## config.mk

```make
export PLATFORM = sky130hd
export DESIGN_NAME = record_slot_table
export DESIGN_NICKNAME = d
export VERILOG_FILES = /design/src/rtl/rslot_pkg.sv /design/src/rtl/rslot_dpath.sv /design/src/rtl/rslot_ctrl.sv /design/src/rtl/record_slot_table.sv
export SDC_FILE = /design/constraint.sdc
export NUM_CORES = 2
export LEC_CHECK = 0
export ABC_AREA = 1
export BUFFER_PORTS_ARGS = -buffer_cell sky130_fd_sc_hd__buf_2
export CAP_MARGIN = 20
export CORE_ASPECT_RATIO = 0.5
export CORE_MARGIN = 2
export CORE_UTILIZATION = 45
export DETAILED_ROUTE_END_ITERATION = 7
export PLACE_DENSITY = 0.61
export RECOVER_POWER = 50
export SLEW_MARGIN = 20
export SYNTH_ARGS = -nofsm -noshare
export SYNTH_HDL_FRONTEND = slang
export SYNTH_HIERARCHICAL = 1
export SYNTH_SLANG_ARGS = --single-unit
```

## constraint.sdc

```tcl
create_clock -name aclk -period 9.8 [get_ports aclk]
set_input_delay 0 -clock aclk [delete_from_list [all_inputs] [get_ports aclk]]
set_output_delay 0 -clock aclk [all_outputs]
set_load 0.1 [all_outputs]
```

## src/rtl/rslot_pkg.sv

```systemverilog
// Shared types and constants for the record slot table.
// Used by rslot_ctrl, rslot_dpath and record_slot_table; no dependencies.
`default_nettype none

package rslot_pkg;

    localparam int DEF_ENTRIES = 64;

    localparam int CMD_W  = 2;
    localparam int ID_W   = 20;
    localparam int SEC_W  = 2;
    localparam int SAL_W  = 26;
    localparam int STAT_W = 2;
    localparam int IDX_W  = 6;

    localparam int S_DATA_W = 48;   // id + sector + salary
    localparam int M_DATA_W = 40;   // index + sector + salary, padded to bytes
    localparam int M_PAD_W  = M_DATA_W - IDX_W - SEC_W - SAL_W;

    localparam logic [CMD_W-1:0] CMD_ADD    = 2'd0;
    localparam logic [CMD_W-1:0] CMD_FIND   = 2'd1;
    localparam logic [CMD_W-1:0] CMD_REMOVE = 2'd2;

    localparam logic [STAT_W-1:0] ST_OK        = 2'd0;
    localparam logic [STAT_W-1:0] ST_FULL      = 2'd1;
    localparam logic [STAT_W-1:0] ST_NOT_FOUND = 2'd2;

    typedef struct packed {
        logic                 valid;
        logic [ID_W-1:0]      id;
        logic [SEC_W-1:0]     sector;
        logic [SAL_W-1:0]     salary;
    } slot_t;

    // controller -> datapath
    typedef struct packed {
        logic load;       // capture input transfer, rewind scan
        logic scan;       // issue next slot read
        logic clear_wr;   // clearing pass write
        logic take_hit;   // mark current slot as the result
        logic commit;     // write back the hit slot
        logic load_out;   // load result register
    } dp_cmd_t;

    // datapath -> controller
    typedef struct packed {
        logic clear_last;
        logic is_add;
        logic is_find;
        logic is_remove;
        logic hit;
        logic exhausted;
    } dp_stat_t;

endpackage

`default_nettype wire

```

## src/rtl/rslot_dpath.sv

```systemverilog
// Datapath of the record slot table: slot memory, scan counter, compare and result register.
// Depends on rslot_pkg; driven by rslot_ctrl.
`default_nettype none

module rslot_dpath
    import rslot_pkg::*;
#(
    parameter int ENTRIES = DEF_ENTRIES
) (
    input  wire logic                aclk,
    input  wire logic                aresetn,
    input  wire logic [S_DATA_W-1:0] s_tdata,
    input  wire logic [CMD_W-1:0]    s_tuser,
    input  wire dp_cmd_t             cmd,
    output dp_stat_t                 stat,
    output logic [M_DATA_W-1:0]      m_tdata,
    output logic [STAT_W-1:0]        m_tuser
);

    localparam int ADDR_W = (ENTRIES > 1) ? $clog2(ENTRIES) : 1;
    localparam logic [ADDR_W-1:0] LAST_ADDR = ADDR_W'(ENTRIES - 1);

    slot_t mem [ENTRIES];

    logic [CMD_W-1:0]    op_reg;
    logic [ID_W-1:0]     key_reg;
    logic [SEC_W-1:0]    sec_reg;
    logic [SAL_W-1:0]    sal_reg;
    logic [ADDR_W-1:0]   addr_reg;
    logic                issued_all_reg;
    logic                pending_reg;
    logic                found_reg;
    logic [ADDR_W-1:0]   rd_addr_reg;
    slot_t               rd_data_reg;
    logic [M_DATA_W-1:0] m_tdata_reg;
    logic [STAT_W-1:0]   m_tuser_reg;

    logic                match;
    logic                issue;
    slot_t               wr_word;
    logic [STAT_W-1:0]   res_status;
    logic [IDX_W-1:0]    res_idx;
    logic [SEC_W-1:0]    res_sec;
    logic [SAL_W-1:0]    res_sal;

    assign issue = cmd.scan && !issued_all_reg;

    // free slot for add, valid id match otherwise
    assign match = (op_reg == CMD_ADD) ? !rd_data_reg.valid
                 : (rd_data_reg.valid && (rd_data_reg.id == key_reg));

    assign stat.hit        = pending_reg && match;
    assign stat.exhausted  = issued_all_reg && !pending_reg;
    assign stat.clear_last = (addr_reg == LAST_ADDR);
    assign stat.is_add     = (op_reg == CMD_ADD);
    assign stat.is_find    = (op_reg == CMD_FIND);
    assign stat.is_remove  = (op_reg == CMD_REMOVE);

    always_comb begin
        wr_word = rd_data_reg;
        wr_word.valid = 1'b0;
        if (op_reg == CMD_ADD) begin
            wr_word.valid  = 1'b1;
            wr_word.id     = key_reg;
            wr_word.sector = sec_reg;
            wr_word.salary = sal_reg;
        end
    end

    always_comb begin
        res_idx = '0;
        res_sec = '0;
        res_sal = '0;
        if (found_reg) begin
            res_status = ST_OK;
            res_idx    = IDX_W'(rd_addr_reg);
            if (op_reg != CMD_ADD) begin
                res_sec = rd_data_reg.sector;
                res_sal = rd_data_reg.salary;
            end
        end else if (op_reg == CMD_ADD) begin
            res_status = ST_FULL;
        end else begin
            res_status = ST_NOT_FOUND;
        end
    end

    always_ff @(posedge aclk) begin
        if (!aresetn) begin
            addr_reg       <= '0;
            issued_all_reg <= 1'b0;
            pending_reg    <= 1'b0;
            found_reg      <= 1'b0;
        end else if (cmd.load) begin
            addr_reg       <= '0;
            issued_all_reg <= 1'b0;
            pending_reg    <= 1'b0;
            found_reg      <= 1'b0;
        end else if (cmd.clear_wr) begin
            addr_reg <= (addr_reg == LAST_ADDR) ? '0 : addr_reg + 1'b1;
        end else if (cmd.take_hit) begin
            found_reg <= 1'b1;
        end else if (cmd.scan) begin
            if (!issued_all_reg) begin
                pending_reg <= 1'b1;
                if (addr_reg == LAST_ADDR) begin
                    issued_all_reg <= 1'b1;
                end else begin
                    addr_reg <= addr_reg + 1'b1;
                end
            end else begin
                pending_reg <= 1'b0;
            end
        end
    end

    // slot memory: one write port, one registered read port
    always_ff @(posedge aclk) begin
        if (cmd.clear_wr) begin
            mem[addr_reg] <= '0;
        end else if (cmd.commit) begin
            mem[rd_addr_reg] <= wr_word;
        end
        if (issue) begin
            rd_data_reg <= mem[addr_reg];
            rd_addr_reg <= addr_reg;
        end
    end

    always_ff @(posedge aclk) begin
        if (cmd.load) begin
            op_reg  <= s_tuser;
            key_reg <= s_tdata[ID_W-1:0];
            sec_reg <= s_tdata[ID_W +: SEC_W];
            sal_reg <= s_tdata[ID_W+SEC_W +: SAL_W];
        end
        if (cmd.load_out) begin
            m_tuser_reg <= res_status;
            m_tdata_reg <= {{M_PAD_W{1'b0}}, res_sal, res_sec, res_idx};
        end
    end

    assign m_tdata = m_tdata_reg;
    assign m_tuser = m_tuser_reg;

endmodule

`default_nettype wire

```

## src/rtl/rslot_ctrl.sv

```systemverilog
// Controller of the record slot table: clearing pass, scan sequencing and handshakes.
// Depends on rslot_pkg; commands rslot_dpath.
`default_nettype none

module rslot_ctrl
    import rslot_pkg::*;
(
    input  wire logic     aclk,
    input  wire logic     aresetn,
    input  wire logic     s_tvalid,
    output logic          s_tready,
    output logic          m_tvalid,
    input  wire logic     m_tready,
    input  wire dp_stat_t stat,
    output dp_cmd_t       cmd
);

    typedef enum logic [2:0] {
        CLEAR,
        IDLE,
        SCAN,
        COMMIT,
        DONE
    } state_t;

    state_t state_reg;
    state_t state_next;
    logic   out_valid_reg;
    logic   out_free;
    logic   no_op;

    assign out_free = !out_valid_reg || m_tready;
    assign no_op    = !stat.is_add && !stat.is_find && !stat.is_remove;

    always_comb begin
        cmd        = '0;
        state_next = state_reg;
        unique case (state_reg)
            CLEAR: begin
                cmd.clear_wr = 1'b1;
                if (stat.clear_last) begin
                    state_next = IDLE;
                end
            end
            IDLE: begin
                cmd.load = s_tvalid;
                if (s_tvalid) begin
                    state_next = SCAN;
                end
            end
            SCAN: begin
                if (no_op) begin
                    state_next = DONE;
                end else if (stat.hit) begin
                    cmd.take_hit = 1'b1;
                    state_next   = stat.is_find ? DONE : COMMIT;
                end else if (stat.exhausted) begin
                    state_next = DONE;
                end else begin
                    cmd.scan = 1'b1;
                end
            end
            COMMIT: begin
                cmd.commit = 1'b1;
                state_next = DONE;
            end
            DONE: begin
                cmd.load_out = out_free;
                if (out_free) begin
                    state_next = IDLE;
                end
            end
            default: state_next = IDLE;
        endcase
    end

    always_ff @(posedge aclk) begin
        if (!aresetn) begin
            state_reg     <= CLEAR;
            out_valid_reg <= 1'b0;
        end else begin
            state_reg <= state_next;
            if (cmd.load_out) begin
                out_valid_reg <= 1'b1;
            end else if (m_tready) begin
                out_valid_reg <= 1'b0;
            end
        end
    end

    assign s_tready = (state_reg == IDLE);
    assign m_tvalid = out_valid_reg;

endmodule

`default_nettype wire

```

## src/rtl/record_slot_table.sv

```systemverilog
// Record slot table, top level: rslot_ctrl and rslot_dpath joined by command/status structs.
// Depends on rslot_pkg, rslot_ctrl, rslot_dpath.
//
// A table of ENTRIES record slots held in a single-port-write, registered-read memory.
// After reset the block runs a clearing pass over all ENTRIES slots with s_tready low.
// Each command scans the slots in order, one memory read per cycle, and stops at the
// first free slot (add) or first valid id match (find, remove); add and remove then
// write the slot back. The result is loaded into the output register once the scan
// ends (for unused command code 3, without a scan) and the output register is free;
// the next command can be taken as soon as the result sits in the output register, so
// the block works on one command at a time. Unused command code 3 answers not found
// without touching the table.
`default_nettype none

module record_slot_table
    import rslot_pkg::*;
#(
    parameter int ENTRIES = DEF_ENTRIES
) (
    input  wire logic                aclk,
    input  wire logic                aresetn,
    input  wire logic                s_tvalid,
    output logic                     s_tready,
    input  wire logic [S_DATA_W-1:0] s_tdata,   // key_id[19:0], sector[21:20], salary_cents[47:22]
    input  wire logic [CMD_W-1:0]    s_tuser,   // cmd[1:0]
    output logic                     m_tvalid,
    input  wire logic                m_tready,
    output logic [M_DATA_W-1:0]      m_tdata,   // slot_index[5:0], found_sector[7:6],
                                                // found_salary_cents[33:8], zero pad
    output logic [STAT_W-1:0]        m_tuser    // status[1:0]
);

    dp_cmd_t  cmd;
    dp_stat_t stat;

    rslot_ctrl u_ctrl (
        .aclk     (aclk),
        .aresetn  (aresetn),
        .s_tvalid (s_tvalid),
        .s_tready (s_tready),
        .m_tvalid (m_tvalid),
        .m_tready (m_tready),
        .stat     (stat),
        .cmd      (cmd)
    );

    rslot_dpath #(
        .ENTRIES (ENTRIES)
    ) u_dpath (
        .aclk    (aclk),
        .aresetn (aresetn),
        .s_tdata (s_tdata),
        .s_tuser (s_tuser),
        .cmd     (cmd),
        .stat    (stat),
        .m_tdata (m_tdata),
        .m_tuser (m_tuser)
    );

`ifndef SYNTHESIS
    // one command in flight: no second transfer right after an accept
    a_one_in_flight: assert property (@(posedge aclk) disable iff (!aresetn)
        s_tvalid && s_tready |=> !s_tready)
        else $error("input accepted while a command is in flight");

    // a failed command reports slot index zero
    a_idx_zero_on_fail: assert property (@(posedge aclk) disable iff (!aresetn)
        m_tvalid && (m_tuser != ST_OK) |-> (m_tdata[IDX_W-1:0] == '0))
        else $error("nonzero slot index with failing status");

    // hit and exhausted are exclusive during a scan
    a_hit_or_miss: assert property (@(posedge aclk) disable iff (!aresetn)
        !(stat.hit && stat.exhausted))
        else $error("scan reports hit and exhausted together");

    // a write-back never coincides with the clearing pass
    a_single_write: assert property (@(posedge aclk) disable iff (!aresetn)
        !(cmd.commit && cmd.clear_wr))
        else $error("two slot writes in one cycle");
`endif

endmodule

`default_nettype wire
```

# [Word level (Yosys, flattened, before mapping)]
# Memory sizes are Yosys's and may differ from the RTL's. A register that Yosys moved wholly into a read port is not among the register bits.
# Index checks and enable logic that the tools add are counted.
# W data, S select, Z words.
[totals] register_bits=105 mem_bits_rw=3136 input_bits=54 out_inout_bits=44 memories=1
[mem_list] name="u_dpath.mem" depth=64 word_bits=49 read_ports=1 rd_ports_with_merged_regs=1 wr=1 line_no="rslot_dpath.sv:23" source="slot_t mem [ENTRIES];"
[op_classes] addsub=1 eq_ne=15 n_mux=41 bitwise=3 reduce_logical=26
[ops] operator="$mux W49" n=2
[ops] operator="$reduce_or A49 Y1" n=1
[ops] operator="$mux W6" n=7
[ops] operator="$mux W1" n=23
[ops] operator="$mux W3" n=7
[ops] operator="$eq A20 B20 Y1" n=1
[ops] operator="$pmux W3 S5" n=1
[ops] operator="$ne A2 B2 Y1 const B" n=4
[ops] operator="$reduce_and A4 Y1" n=2
[ops] operator="$logic_not A1 Y1" n=7
[ops] operator="$add A6 B1 Y6 const B" n=1
[ops] operator="$eq A3 B2 Y1 const B" n=2
[ops] operator="$eq A6 B6 Y1 const B" n=1
[ops] operator="$logic_and A1 B1 Y1" n=6
[ops] operator="$reduce_bool A2 Y1" n=3
[ops] operator="$ne A2 B1 Y1 const B" n=2
[ops] operator="$ne A4 B3 Y1 const B" n=1
[ops] operator="$reduce_and A2 Y1" n=2
[ops] operator="$eq A3 B1 Y1 const B" n=1
[ops] operator="$eq A3 B3 Y1 const B" n=1
[ops] operator="$logic_not A3 Y1" n=1
[ops] operator="$not A1 Y1" n=3
[ops] operator="$reduce_and A3 Y1" n=1
[ops] operator="$eq A2 B1 Y1 const B" n=1
[ops] operator="other kinds (5)" n=5

# [Depth between registers and ports, before layout]
[logic_depth] ltp_word=10 ltp_mapped=19

# [Modules after synthesis]
# The synthesis kept the hierarchy.
[by_module_without_submodules] module="rslot_dpath" n_inst=1 cells_each=10792 area_each_um2=131212.1 seq_area_each_um2=98584.6
[by_module_without_submodules] module="rslot_ctrl" n_inst=1 cells_each=54 area_each_um2=304.0 seq_area_each_um2=80.1

# [Worst setup path after synthesis]
# Ideal clock, no wire load.
[synth_timing] kind="reg-to-reg" start="register u_ctrl.state_reg[0]" end="memory u_dpath/mem[48][0] (netlist bit) (enable)" setup_time_ns=0.578 arrival_ns=6.167 required_ns=9.222 slack_ns=3.055 path_stages_with_launch=9 cell_sequence="dfxtp_1 > nor3_1 > inv_2 > nand2_2 > buf_4 > nand2_1 > o21ai_0 > nand3_1 > nor4_1"
[synth_lines] element="from (decl)" line_no="rslot_ctrl.sv:26" source="state_t state_reg;"
[synth_lines] element="from (signal assigned)" line_no="rslot_ctrl.sv:82" source="state_reg <= state_next;"
[synth_lines] element="to (decl)" line_no="rslot_dpath.sv:23"

# [Worst setup path after layout]
[layout_timing] start="register u_dpath.addr_reg[4]" end="memory u_dpath/mem[28][0] (netlist bit) (enable)"
[layout_between] elab_chain_cells=1
[layout_lines] element="from (decl)" line_no="rslot_dpath.sv:29" source="logic [ADDR_W-1:0] addr_reg;"
[layout_lines] element="from (signal assigned)" line_no="rslot_dpath.sv:100" source="addr_reg <= (addr_reg == LAST_ADDR) ? '0 : addr_reg + 1'b1;"
[layout_lines] element="from (signal assigned)" line_no="rslot_dpath.sv:109" source="addr_reg <= addr_reg + 1'b1;"
[layout_lines] element="$mux W6 (no line)"
# No other way between the ends.

==> run metrics <==
mapped cell area 131500 um2; Crit Path Max Fanout 38; peak supply drop 0.0002296 V; core area 291000 um2; Worst-path clk slew 0.06 ns; Die X 768.5 um; grt ovf 0; worst min path class in2reg; Final Non-Filler Cells 15020; Seq/Total Area, Yosys 75.02%; cell row count 140; FF+latch count, synth 3290; Worst Skew 0.04893 ns; Setup TNS 0 ns; die height 386.3 um; CTS H-tree depth 5; Setup CP Type reg2reg; port bufs 91; design area 146600 um2; DPL Wire Length 205200 um; Required @ worst endpoint 10.28 ns; # fillers 24700; asr flop ratio synth 0%; Post-CTS Resized 0; Slew Limit Fails 1966; Post-Route Utilization 50.37%; clock root buffer clkbuf_16; dominant synthesized flop cell edfxtp_1; failing checks capacitance limit, slew limit; Final #Nets 10940; FF+latch area 98680 um2; max FFs per register 3136; DRT Pass-1 Iters 6; RePlAce Congestion 0.8547; Max Cap Viol 44; arrival time of the worst setup path 8.02 ns; initial drt markers 13780; vias 88170; post-route ant nets 0; Mapped Cells 10850; GRT Total Usage 27.16%; Initial Util 45.20%; YS warnings 6; leakage power 49.31 nW; multi-input combinational cell area 30110 um2; DIE AREA 296900 um2; CTS sink count 3290; Final Setup Violations 0; run status finished with violations; crit path time final 7.539 ns; WL final 411700 um; via density per instance 5.869; DRC 0; Final Cycle Share 76.93%; placed insts 14370; pwr dens 249.6 nW/um2; Ports 98; Bufs on Longest Clock Path 4; Post-synth EDFFs 3277; CTS tree yes; crit path launch type flip-flop; worst skew pair latency 0.89 ns; DR WL/cell 27.40 um; placed cell areas 136700 um2; initial antenna violation count 21; Syn Area/Cell 12.13 um2; Area growth, synth to finish 11.44%; share of cells above drive strength 1 6.625%; RSZ-0062 raised after global routing no; CTS buffer count 306; largest net degree at the start of global routing 196; post-synth cell types 32; CP Capture Type flip-flop; first-pass GRT wire length 587900 um; f_max 132.6 MHz; final hold vios 0; vias in the first global route 81990; max_slew headroom -167.3%; Worst-Margin Slew 4.010 ns
final cells by class:
cell class / instances / area share, %
well taps: 3905 / 3.334
flip-flops and latches: 3290 / 67.33
repair buffers: 431 / 2.278
clock buffers: 403 / 5.676
diodes: 9 / 0.01537
multi-input cells: 6761 / 20.54
inverters: 94 / 0.2646
clock inverters: 131 / 0.5583
routing by layer:
layer  track usage (%)  routed length (um)  up-vias
li1                  -                   -    38570
met1             38.41              164400    43800
met2             41.85              184200     5039
met3             5.422               46150      767
met4             10.34               16830        2
met5                 0                  18        -
worst max-delay path: stages (launching register included):
cell	delay, ns
dfxtp_1	1.33
clkinvlp_2	1.93
nand2_1	0.36
o21ai_0	0.29
inv_1	0.18
nand3_1	0.56
nor2_1	1.42
buf_4	0.95
power breakdown:
group | total [mW] | leakage [nW] | internal (mW) | switching (mW)
clock network | 11.3 | 4.45 | 6.20 | 5.10
logic | 9.30 | 21.0 | 2.49 | 6.80
registers | 16.0 | 23.8 | 15.8 | 0.187
total | 36.6 | 49.3 | 24.5 | 12.1
cell usage after synthesis, types with 3 or more instances:
| cell | count | share of area [%] |
|---|---|---|
| buf_1 | 70 | 0.20 |
| buf_4 | 49 | 0.28 |
| nand3_1 | 2794 | 11 |
| nand2_1 | 3560 | 10 |
| buf_6 | 5 | 0.043 |
| a21oi_1 | 88 | 0.33 |
| nor2_2 | 3 | 0.014 |
| xnor2_1 | 7 | 0.047 |
| buf_2 | 319 | 1.2 |
| dfxtp_1 | 13 | 0.20 |
| clkbuf_1 | 263 | 0.75 |
| nand4_1 | 11 | 0.052 |
| o22ai_1 | 3 | 0.014 |
| edfxtp_1 | 3277 | 75 |
| o21ai_0 | 58 | 0.22 |
| o21ai_2 | 3 | 0.020 |
| or2_2 | 4 | 0.019 |
| nor2_1 | 186 | 0.53 |
| o21ai_1 | 19 | 0.072 |
| inv_2 | 8 | 0.023 |
| nor4_1 | 9 | 0.043 |
| inv_1 | 84 | 0.24 |
path summary, 6_finish.rpt:
| kind | slack (ns) | cells after the start | end | from |
|---|---|---|---|---|
| setup / recovery | 2.26 | 7 | u_dpath/mem[28][0] | u_dpath/addr_reg[4] |
| hold / removal | 0.13 | 4 | u_ctrl/state_reg[1] | aresetn |
| setup reg to reg | 2.26 | 7 | u_dpath/mem[28][0] | u_dpath/addr_reg[4] |
| hold reg to reg | 0.53 | 1 | u_dpath/pending_reg | u_dpath/issued_all_reg |
stage by stage:
stage	setup WS [ns]	hold slack [ns]	total power [mW]
2_1_floorplan	3.055	0.09887	22.74
3_3_place_gp	5.008	0.1760	25.28
3_5_place_dp	4.986	0.1781	25.39
4_1_cts	4.935	0.1022	36.56
5_1_grt	2.289	0.1360	38.21
6_report	2.261	0.1350	36.59
logic make-up after synthesis:
kind of cell / after synthesis / share of synthesized area (%)
AOI/OAI and AO/OA: 172 / 0.6679
xor gates and xnor gates: 8 / 0.05328
adders and majority gates: 1 / 0.009512
buffers and inverters: 800 / 2.755
DFF: 3290 / 75.02
other: 1 / 0.002851
and+or+nand+nor: 6574 / 21.49
cells in the final DEF (no fill, tap or decap), drive strengths merged, types with 3 or more instances in the layout:
cell,netlist,final
a21oi,88,88
buf,443,238
bufinv,0,9
clkbuf,263,489
clkinv,2,115
clkinvlp,0,6
conb,1,6
dfxtp,13,13
diode,0,9
dlygate4sd3,0,107
edfxtp,3277,3277
inv,92,95
nand2,3562,3562
nand3,2795,2795
nand4,11,11
nor2,189,189
nor3,3,3
nor4,9,9
o21ai,80,80
o22ai,3,3
or2,4,4
xnor2,7,7
repair_timing:
item | in CTS | in global routing
endpoints found under the hold margin | 74 | 0
hold buffers | 107 | 0
setup buffers | 0 | 0
No activity file was read; power rests on OpenSTA's default activity.
